### config.mk
export PLATFORM = sky130hd
export DESIGN_NAME = multichannel_moving_average_flat
export DESIGN_NICKNAME = d
export VERILOG_FILES = /design/src/hdl/mma_pkg.sv /design/src/hdl/mma_if.sv /design/src/hdl/multichannel_moving_average.sv /design/src/hdl/mma_seq.sv /design/src/flat_wrapper.sv
export SDC_FILE = /design/constraint.sdc
export NUM_CORES = 2
export LEC_CHECK = 0
export BUFFER_PORTS_ARGS = -buffer_cell sky130_fd_sc_hd__buf_2
export CORE_MARGIN = 2
export CORE_UTILIZATION = 45
export CTS_CLUSTER_SIZE = 24
export DETAILED_ROUTE_END_ITERATION = 8
export GPL_ROUTABILITY_DRIVEN = 0
export PLACE_DENSITY = 0.69
export SYNTH_ARGS = -nofsm -noshare
export SYNTH_HDL_FRONTEND = slang
export SYNTH_SLANG_ARGS = --single-unit
### constraint.sdc
create_clock -name clk -period 3.2 [get_ports clk]
set_input_delay 0.32 -clock clk [delete_from_list [all_inputs] [get_ports clk]]
set_output_delay 0.32 -clock clk [all_outputs]
set_load 0.02 [all_outputs]
### src/hdl/mma_pkg.sv
package mma_pkg;

    localparam int SAMPLE_W = 16;
    localparam int CHAN_W   = 4;
    localparam int USED_W   = 5;
    localparam int MASK_W   = 10;
    localparam logic [MASK_W-1:0] MASK_RESET = 10'd1;

    localparam int STEP_W = 3;
    typedef logic [STEP_W-1:0] step_t;

    localparam step_t STEP_WAIT     = 3'd0;
    localparam step_t STEP_UPDATE   = 3'd1;
    localparam step_t STEP_READ     = 3'd2;
    localparam step_t STEP_ACC      = 3'd3;
    localparam step_t STEP_DIV_INIT = 3'd4;
    localparam step_t STEP_DIV      = 3'd5;
    localparam step_t STEP_FIX      = 3'd6;
    localparam step_t STEP_EMIT     = 3'd7;

    typedef enum logic [2:0] {
        OP_ACCEPT,
        OP_UPDATE,
        OP_READ,
        OP_ACC,
        OP_DIV_INIT,
        OP_DIV_STEP,
        OP_FIX,
        OP_EMIT
    } op_t;

    typedef enum logic [2:0] {
        COND_NONE,
        COND_NO_ITEM,
        COND_MORE,
        COND_DIV_MORE,
        COND_OUT_BUSY
    } cond_t;

    typedef struct packed {
        logic  in_ready;
        op_t   op;
        cond_t cond;
        step_t target;
    } ctrl_t;

    typedef struct packed {
        logic item_ok;
        logic more;
        logic div_more;
        logic out_busy;
    } status_t;

endpackage

### src/hdl/mma_if.sv
interface mma_in_if;
    import mma_pkg::*;

    logic                valid;
    logic                ready;
    logic [CHAN_W-1:0]   channel;
    logic [SAMPLE_W-1:0] sample;

    modport source (output valid, output channel, output sample, input ready);
    modport sink (input valid, input channel, input sample, output ready);
endinterface

interface mma_out_if;
    import mma_pkg::*;

    logic                valid;
    logic                ready;
    logic [CHAN_W-1:0]   result_channel;
    logic [SAMPLE_W-1:0] mean_value;
    logic [USED_W-1:0]   samples_used;

    modport source (
        output valid, output result_channel, output mean_value, output samples_used,
        input ready
    );
    modport sink (
        input valid, input result_channel, input mean_value, input samples_used,
        output ready
    );
endinterface

### src/hdl/multichannel_moving_average.sv
// The block handles one item at a time: once an item is accepted, the input stays closed
// while its sum is walked over the sample memory read port and divided by the bit-serial
// divider, and the next item is taken in the cycle after the result is registered.
// Reset clears the sequencer, ring pointers, fill counts and the output valid, and sets
// the signed mask to one; the sample memory is not cleared.
module multichannel_moving_average #(
    parameter int WINDOW   = 16,
    parameter int CHANNELS = 10
) (
    input  logic                         clk,
    input  logic                         rst_n,
    mma_in_if.sink                       din,
    mma_out_if.source                    dout,
    input  logic                         cfg_we,
    input  logic [mma_pkg::MASK_W-1:0]   cfg_wdata
);
    import mma_pkg::*;

    localparam int IDXW = $clog2(WINDOW);
    localparam int UW   = $clog2(WINDOW + 1);
    localparam int CHW  = (CHANNELS > 1) ? $clog2(CHANNELS) : 1;
    localparam int MAGW = SAMPLE_W + IDXW;
    localparam int SUMW = MAGW + 1;
    localparam int CNTW = $clog2(MAGW + 1);
    localparam int AW   = CHW + IDXW;
    localparam int MEMD = CHANNELS << IDXW;

    ctrl_t   ctrl;
    status_t status;

    logic [MASK_W-1:0]   mask_reg;
    logic [IDXW-1:0]     wp_reg [CHANNELS];
    logic [IDXW-1:0]     wp_next [CHANNELS];
    logic [UW-1:0]       fill_reg [CHANNELS];
    logic [UW-1:0]       fill_next [CHANNELS];
    logic                out_valid_reg;
    logic                out_valid_next;

    logic [CHAN_W-1:0]   ch_reg, ch_next;
    logic [SAMPLE_W-1:0] smp_reg, smp_next;
    logic                sgn_reg, sgn_next;
    logic [UW-1:0]       used_reg, used_next;
    logic [UW-1:0]       idx_reg, idx_next;
    logic [SUMW-1:0]     sum_reg, sum_next;
    logic [UW-1:0]       rem_reg, rem_next;
    logic [MAGW-1:0]     q_reg, q_next;
    logic                neg_reg, neg_next;
    logic [CNTW-1:0]     cnt_reg, cnt_next;
    logic [SAMPLE_W-1:0] mean_reg, mean_next;
    logic [CHAN_W-1:0]   res_ch_reg;
    logic [SAMPLE_W-1:0] res_mean_reg;
    logic [USED_W-1:0]   res_used_reg;

    logic [SAMPLE_W-1:0] mem [MEMD];
    logic [SAMPLE_W-1:0] rd_data_reg;
    logic                mem_we;
    logic [AW-1:0]       wr_addr;
    logic [AW-1:0]       rd_addr;

    logic [CHW-1:0]      ch_idx;
    logic [15:0]         mask_ext;
    logic                in_range;
    logic                accept;
    logic                load_out;
    logic [SUMW-1:0]     rd_ext;
    logic [SUMW-1:0]     sum_abs;
    logic [UW:0]         trial;
    logic                trial_ge;

    mma_seq u_seq (
        .clk    (clk),
        .rst_n  (rst_n),
        .status (status),
        .ctrl   (ctrl)
    );

    assign din.ready = ctrl.in_ready;
    assign in_range  = ({1'b0, din.channel} < (CHAN_W + 1)'(CHANNELS));
    assign accept    = din.valid && ctrl.in_ready;
    assign mask_ext  = 16'(mask_reg);
    assign ch_idx    = ch_reg[CHW-1:0];

    assign status.item_ok  = din.valid && in_range;
    assign status.more     = (idx_reg != used_reg);
    assign status.div_more = (cnt_reg != CNTW'(1));
    assign status.out_busy = out_valid_reg && !dout.ready;

    assign load_out = (ctrl.op == OP_EMIT) && !status.out_busy;

    assign mem_we  = (ctrl.op == OP_UPDATE);
    assign wr_addr = {ch_idx, wp_reg[ch_idx]};
    assign rd_addr = {ch_idx, idx_reg[IDXW-1:0]};

    assign rd_ext  = sgn_reg ? {{(SUMW - SAMPLE_W){rd_data_reg[SAMPLE_W-1]}}, rd_data_reg}
                             : {{(SUMW - SAMPLE_W){1'b0}}, rd_data_reg};
    assign sum_abs = sum_reg[SUMW-1] ? (~sum_reg + 1'b1) : sum_reg;
    assign trial    = {rem_reg, q_reg[MAGW-1]};
    assign trial_ge = (trial >= {1'b0, used_reg});

    always_comb
    begin
        wp_next   = wp_reg;
        fill_next = fill_reg;
        ch_next   = ch_reg;
        smp_next  = smp_reg;
        sgn_next  = sgn_reg;
        used_next = used_reg;
        idx_next  = idx_reg;
        sum_next  = sum_reg;
        rem_next  = rem_reg;
        q_next    = q_reg;
        neg_next  = neg_reg;
        cnt_next  = cnt_reg;
        mean_next = mean_reg;
        case (ctrl.op)
            OP_ACCEPT:
            begin
                if (accept)
                begin
                    ch_next  = din.channel;
                    smp_next = din.sample;
                    sgn_next = mask_ext[din.channel];
                end
            end
            OP_UPDATE:
            begin
                idx_next = '0;
                wp_next[ch_idx] = (wp_reg[ch_idx] == IDXW'(WINDOW - 1))
                                  ? '0 : wp_reg[ch_idx] + 1'b1;
                if (fill_reg[ch_idx] != UW'(WINDOW))
                begin
                    fill_next[ch_idx] = fill_reg[ch_idx] + 1'b1;
                    used_next         = fill_reg[ch_idx] + 1'b1;
                end
                else
                begin
                    used_next = fill_reg[ch_idx];
                end
            end
            OP_READ:
            begin
                idx_next = UW'(1);
                sum_next = '0;
            end
            OP_ACC:
            begin
                sum_next = sum_reg + rd_ext;
                idx_next = idx_reg + 1'b1;
            end
            OP_DIV_INIT:
            begin
                neg_next = sum_reg[SUMW-1];
                q_next   = sum_abs[MAGW-1:0];
                rem_next = '0;
                cnt_next = CNTW'(MAGW);
            end
            OP_DIV_STEP:
            begin
                if (trial_ge)
                begin
                    rem_next = UW'(trial - {1'b0, used_reg});
                end
                else
                begin
                    rem_next = trial[UW-1:0];
                end
                q_next   = {q_reg[MAGW-2:0], trial_ge};
                cnt_next = cnt_reg - 1'b1;
            end
            OP_FIX:
            begin
                mean_next = neg_reg ? (~q_reg[SAMPLE_W-1:0] + 1'b1) : q_reg[SAMPLE_W-1:0];
            end
            OP_EMIT:
            begin
                mean_next = mean_reg;
            end
            default:
            begin
                mean_next = mean_reg;
            end
        endcase

        if (load_out)
        begin
            out_valid_next = 1'b1;
        end
        else if (dout.ready)
        begin
            out_valid_next = 1'b0;
        end
        else
        begin
            out_valid_next = out_valid_reg;
        end
    end

    always_ff @(posedge clk or negedge rst_n)
    begin
        if (!rst_n)
        begin
            mask_reg      <= MASK_RESET;
            out_valid_reg <= 1'b0;
            for (int c = 0; c < CHANNELS; c++)
            begin
                wp_reg[c]   <= '0;
                fill_reg[c] <= '0;
            end
        end
        else
        begin
            if (cfg_we)
            begin
                mask_reg <= cfg_wdata;
            end
            out_valid_reg <= out_valid_next;
            wp_reg        <= wp_next;
            fill_reg      <= fill_next;
        end
    end

    always_ff @(posedge clk or negedge rst_n)
    begin
        if (!rst_n)
        begin
            idx_reg <= '0;
            cnt_reg <= '0;
        end
        else
        begin
            idx_reg <= idx_next;
            cnt_reg <= cnt_next;
        end
    end

    always_ff @(posedge clk)
    begin
        ch_reg   <= ch_next;
        smp_reg  <= smp_next;
        sgn_reg  <= sgn_next;
        used_reg <= used_next;
        sum_reg  <= sum_next;
        rem_reg  <= rem_next;
        q_reg    <= q_next;
        neg_reg  <= neg_next;
        mean_reg <= mean_next;
        if (load_out)
        begin
            res_ch_reg   <= ch_reg;
            res_mean_reg <= mean_reg;
            res_used_reg <= USED_W'(used_reg);
        end
    end

    always_ff @(posedge clk)
    begin
        if (mem_we)
        begin
            mem[wr_addr] <= smp_reg;
        end
        rd_data_reg <= mem[rd_addr];
    end

    assign dout.valid          = out_valid_reg;
    assign dout.result_channel = res_ch_reg;
    assign dout.mean_value     = res_mean_reg;
    assign dout.samples_used   = res_used_reg;

endmodule

### src/hdl/mma_seq.sv
module mma_seq (
    input  logic             clk,
    input  logic             rst_n,
    input  mma_pkg::status_t status,
    output mma_pkg::ctrl_t   ctrl
);
    import mma_pkg::*;

    step_t step_reg;
    step_t step_next;
    logic  jump;

    function automatic ctrl_t ucode(input step_t s);
        ctrl_t w;
        begin
            w = '{in_ready: 1'b0, op: OP_ACCEPT, cond: COND_NONE, target: STEP_WAIT};
            case (s)
                STEP_WAIT:
                begin
                    w = '{in_ready: 1'b1, op: OP_ACCEPT, cond: COND_NO_ITEM,
                          target: STEP_WAIT};
                end
                STEP_UPDATE:   w.op = OP_UPDATE;
                STEP_READ:     w.op = OP_READ;
                STEP_ACC:
                begin
                    w.op = OP_ACC;
                    w.cond = COND_MORE;
                    w.target = STEP_ACC;
                end
                STEP_DIV_INIT: w.op = OP_DIV_INIT;
                STEP_DIV:
                begin
                    w.op = OP_DIV_STEP;
                    w.cond = COND_DIV_MORE;
                    w.target = STEP_DIV;
                end
                STEP_FIX:      w.op = OP_FIX;
                STEP_EMIT:
                begin
                    w.op = OP_EMIT;
                    w.cond = COND_OUT_BUSY;
                    w.target = STEP_EMIT;
                end
                default:       w.op = OP_ACCEPT;
            endcase
            return w;
        end
    endfunction

    assign ctrl = ucode(step_reg);

    always_comb
    begin
        case (ctrl.cond)
            COND_NONE:     jump = 1'b0;
            COND_NO_ITEM:  jump = !status.item_ok;
            COND_MORE:     jump = status.more;
            COND_DIV_MORE: jump = status.div_more;
            COND_OUT_BUSY: jump = status.out_busy;
            default:       jump = 1'b0;
        endcase
        // The last step falls through to the first one by wrapping the counter.
        step_next = jump ? ctrl.target : step_t'(step_reg + 1'b1);
    end

    always_ff @(posedge clk or negedge rst_n)
    begin
        if (!rst_n)
        begin
            step_reg <= STEP_WAIT;
        end
        else
        begin
            step_reg <= step_next;
        end
    end

endmodule

### src/flat_wrapper.sv
// flat-port wrapper written by rule: the top's interface ports become plain ports
module multichannel_moving_average_flat import mma_pkg::*;
#(
    parameter int WINDOW   = 16,
    parameter int CHANNELS = 10
)
  (clk, rst_n, cfg_we, cfg_wdata, din_valid, din_channel, din_sample, din_ready, dout_valid, dout_result_channel, dout_mean_value, dout_samples_used, dout_ready);
  mma_in_if din_i ();
  mma_out_if dout_i ();
  input  logic clk;
  input  logic rst_n;
  input  logic cfg_we;
  input  logic [mma_pkg::MASK_W-1:0] cfg_wdata;
  input wire logic [$bits(din_i.valid)-1:0] din_valid;
  input wire logic [$bits(din_i.channel)-1:0] din_channel;
  input wire logic [$bits(din_i.sample)-1:0] din_sample;
  output wire logic [$bits(din_i.ready)-1:0] din_ready;
  output wire logic [$bits(dout_i.valid)-1:0] dout_valid;
  output wire logic [$bits(dout_i.result_channel)-1:0] dout_result_channel;
  output wire logic [$bits(dout_i.mean_value)-1:0] dout_mean_value;
  output wire logic [$bits(dout_i.samples_used)-1:0] dout_samples_used;
  input wire logic [$bits(dout_i.ready)-1:0] dout_ready;
  assign din_i.valid = din_valid;
  assign din_i.channel = din_channel;
  assign din_i.sample = din_sample;
  assign din_ready = din_i.ready;
  assign dout_valid = dout_i.valid;
  assign dout_result_channel = dout_i.result_channel;
  assign dout_mean_value = dout_i.mean_value;
  assign dout_samples_used = dout_i.samples_used;
  assign dout_i.ready = dout_ready;
  multichannel_moving_average #(.WINDOW(WINDOW), .CHANNELS(CHANNELS)) u_core (.clk(clk), .rst_n(rst_n), .din(din_i), .dout(dout_i), .cfg_we(cfg_we), .cfg_wdata(cfg_wdata));
endmodule
==> impl_results.rst <==
.. list-table::
   :header-rows: 1

   * - Metric
     - Value
   * - Reg-to-reg slack, setup
     - ~0.0094 ns
   * - Flip-flop cell with the highest count after synthesis
     - sky130_fd_sc_hd__edfxtp_1
   * - Worst Hold Path Cells
     - 2
   * - Width of the die
     - 497.7 µm
   * - TritonCTS clock tree
     - done
   * - Layout cells sized above 1
     - 32.84%
   * - Maximum level of the CTS H-tree
     - 5
   * - First drt pass iteration count
     - 5
   * - Share of async-settable or async-resettable flops after synthesis
     - about 4.1%
   * - Number of non-filler instances in the completed layout
     - 9055
   * - # DRC
     - 0
   * - Chip height
     - 497.7 µm
   * - Core Region
     - 0.2428 mm²
   * - Clock insertion delay at the later pin of the skew report
     - 0.97 ns
   * - Num ports
     - 62
   * - Count of buffers inserted at the top-level ports
     - 61
   * - Peak supply drop
     - 596.6 µV
   * - Data arrival time of the critical path
     - 3.98 ns
   * - Synthesized net count
     - 5074
   * - Count of nets after finishing
     - 5735
   * - Global-route total usage across every layer
     - between 20% and 30%
   * - Wire length reported by the detailed router
     - between 200000 and 300000 µm
   * - Final worst-path cycle share
     - 99.71%
   * - Post-synth EDFFs
     - 2674
   * - Post-route total power
     - 99660 µW
   * - Synth Warn #
     - 0
   * - Delay of the slowest critical-path stage
     - 0.57 ns
   * - Vias post-DR
     - 55020
   * - Relative max-transition margin
     - 20.58%
   * - Site row count
     - 181
   * - Distinct cell type count of the synthesized netlist
     - a little over 70
   * - Final critical path time including I/O delays and setup
     - 3.191 ns
   * - Library cell used as clock root buffer
     - sky130_fd_sc_hd__clkbuf_16
   * - Number of filler instances in the final layout
     - 18110
   * - Number of antenna violations at the first check in global routing
     - 9
   * - Post-synthesis compound-gate area fraction
     - 2.182%
   * - Cell area power density
     - 770.9 mW/mm²
   * - Synth Cell Area
     - 0.1097 mm²
   * - Avg Cell Area, Syn
     - 21.97 µm²
   * - Total CTS buffers
     - slightly below 300
   * - Sequential fraction of the synthesis area
     - about three quarters
   * - F_max
     - 313.4 MHz
   * - Average wire length per cell after detail routing
     - 30.58 µm
   * - Status
     - finished, final reports clean
   * - Reg-to-Reg End
     - u_core.rd_data_reg[9]$_DFF_P_
   * - Critical path, cell by cell
     - buf_12, buf_12, mux4_2, mux4_2, a22o_1, a211oi_1, buf_4, o221ai_1
   * - Cell taking the most area after synthesis
     - sky130_fd_sc_hd__edfxtp_1
   * - Number of sinks on the clock net
     - roughly 2800
   * - Clock transition at the registers of the reported paths
     - 0.06 ns
   * - Hold/Removal Path Class
     - in -> reg
   * - Pin count of the biggest net entering global routing
     - between 150 and 200
   * - Hold Violations, Final
     - 0
   * - Critical Path Source Type
     - register
   * - Actual transition at the worst max-transition pin
     - 1.191 ns
   * - Capture endpoint of the worst hold path
     - u_core.smp_reg[9]$_DFFE_PP_
   * - Number of global-route vias before repair
     - around 55000
   * - Pre-CTS setup slack
     - -0.3428 ns
   * - Gate count after technology mapping
     - 4993
   * - Leakage power
     - 0.04140 µW
   * - DP Cell Count
     - 8505
   * - Most common cell in the netlist
     - sky130_fd_sc_hd__edfxtp_1
   * - Die Footprint
     - ~0.25 mm²
   * - Fraction of synthesized area in multiplexers
     - 17.30%
   * - Worst setup path class
     - reg -> reg
   * - Slowest stage cell, crit path
     - sky130_fd_sc_hd__mux4_2
   * - Commonest cells post-synth
     - 2674 x sky130_fd_sc_hd__edfxtp_1, 767 x sky130_fd_sc_hd__mux4_2, 242 x sky130_fd_sc_hd__nor2_1
   * - Synthesized flop and latch total
     - roughly 2800
   * - Biggest area contributors in the synthesized netlist
     - sky130_fd_sc_hd__edfxtp_1 73%, sky130_fd_sc_hd__mux4_2 16%, sky130_fd_sc_hd__dfrtp_1 2.6%
   * - Hpwl dp
     - 167600 µm
   * - Final Max Slew Viols
     - 0
   * - Count of nets left with antenna violations after detail routing
     - 0
   * - DR iter-0 viols
     - slightly below 7000
   * - Share of the synthesized netlist area taken by xor and xnor gates
     - 0.4551%
   * - R2r startpoint
     - u_core.idx_reg[0]$_DFFE_PN0P_
   * - Vias per cell
     - 6.077
   * - Setup clock skew after layout
     - around 0.052 ns
   * - Area overhead of the layout relative to synthesis
     - 17.84%
   * - Max Cap Violations
     - 0
   * - Synth Area in Adders
     - 0.5383%
   * - Unrepaired setup endpoints after global routing
     - true
   * - Area share of the leading cell type in the synthesized netlist
     - 73.20%
   * - Number of flip-flops under the largest register name
     - 2560
   * - Bufs on Longest Clock Path
     - 4
   * - Maximum fanout count along the critical path
     - 24
   * - Initial standard-cell utilization of the core
     - 45.19%
   * - First-pass GRT wire length
     - about 400000 µm
   * - Final setup violation count
     - 0
   * - Hold Path Origin
     - din_sample[9]
   * - Crit path required time
     - between 3 and 4 ns
   * - Depth of the worst register-to-register path
     - 8
   * - Post-synthesis simple-gate area fraction
     - 2.004%
   * - Overall overflow remaining after global route
     - 0
   * - Critical Path Sink Type
     - register
   * - Combinational family with the most area after synthesis
     - multiplexers
   * - Worst Setup Slack, final
     - 0.009386 ns
-- through the flow --
step	TNS (ns)	hold slack (ns)	util, %	instance area, µm²
6_report	0	0.07663	53.25	129300
5_1_grt	-0.3324	0.07274	53.25	129300
4_1_cts	-0.02434	0.03888	53.18	129100
3_5_place_dp	-1.303	0.4045	49.19	119400
3_3_place_gp	-0.4177	0.4037	49.18	119400
2_1_floorplan	-429.36	0.02441	-	109800
-- repair_timing --
action,CTS,global route
setup buffers,3,7
resized for setup,18,25
hold buffers,45,0
endpoints found under the setup margin,118,2556
hold endpoints to repair,119,0
pin swaps,2,1
gates cloned,1,1
-- report_power, final --
| part | switching (µW) | internal, µW |
|---|---|---|
| combinational | 12500 | 11100 |
| clock | 13500 | 19300 |
| sequential | 1030 | 42200 |
-- critical path, delay by kind of cell (launching register included) --
kind,cells,cell delay (ns)
AOI/OAI and AO/OA,3,0.62
buffers and inverters,3,0.71
DFF,1,0.47
muxes,2,1.14
-- worst max path at each step --
stage,start,end,slack (ns),cells after the start
final,u_core.idx_reg[0]$_DFFE_PN0P_,u_core.rd_data_reg[9]$_DFF_P_,0.009,8
after global placement,u_core.idx_reg[0]$_DFFE_PN0P_,u_core.rd_data_reg[3]$_DFF_P_,-0.32,11
after global routing,u_core.idx_reg[0]$_DFFE_PN0P_,u_core.rd_data_reg[7]$_DFF_P_,-0.07,8
after detailed placement,u_core.idx_reg[0]$_DFFE_PN0P_,u_core.rd_data_reg[3]$_DFF_P_,-0.34,11
after floorplan,u_core.u_seq.step_reg[0]$_DFF_PN0_,u_core.mem[83][0]$_DFFE_PP_,-0.23,9
after CTS,u_core.idx_reg[0]$_DFFE_PN0P_,u_core.rd_data_reg[3]$_DFF_P_,-0.02,6
-- area by class of cell --
class	count	area [µm²]	share of cell area [%]
well taps	3202	4006	3.099
clock buffers	358	7801	6.035
inverters	30	123.9	0.09582
clock inverters	132	1297	1.004
repair buffers	633	7535	5.828
diodes	3	7.507	0.005807
flip-flops and latches	2804	83480	64.58
multi-input cells	1893	25020	19.36
-- logic make-up (layout without fill, tap and decap cells) --
group	after synthesis	in the layout
flip-flops	2804	2804
multiplexers	927	927
AND/OR/NAND/NOR	498	498
AO/OA/AOI/OAI	365	365
buffers and inverters	296	1153
XOR/XNOR	57	57
adder cells (fa/ha/maj)	46	46
other	0	3
-- placed cells by master (no fill, tap or decap), drive strengths merged, types with 67 or more instances in the layout --
cell    count
edfxtp   2674
mux4      768
buf       588
o21ai     112
dfrtp     113
nand2     135
clkbuf    359
mux2i      92
mux2       67
clkinv     95
nor2      242
-- per-layer routing --
| layer | GRT usage [%] | up-vias | share of wire (%) |
|---|---|---|---|
| li1 | - | 22270 | - |
| met5 | 0 | - | 0.025 |
| met2 | 35.46 | 2830 | 48 |
| met1 | 30.55 | 29410 | 39 |
| met3 | 4.415 | 503 | 8.9 |
| met4 | 7.729 | 10 | 3.6 |
Note: power is estimated with default switching activity, not from simulation.
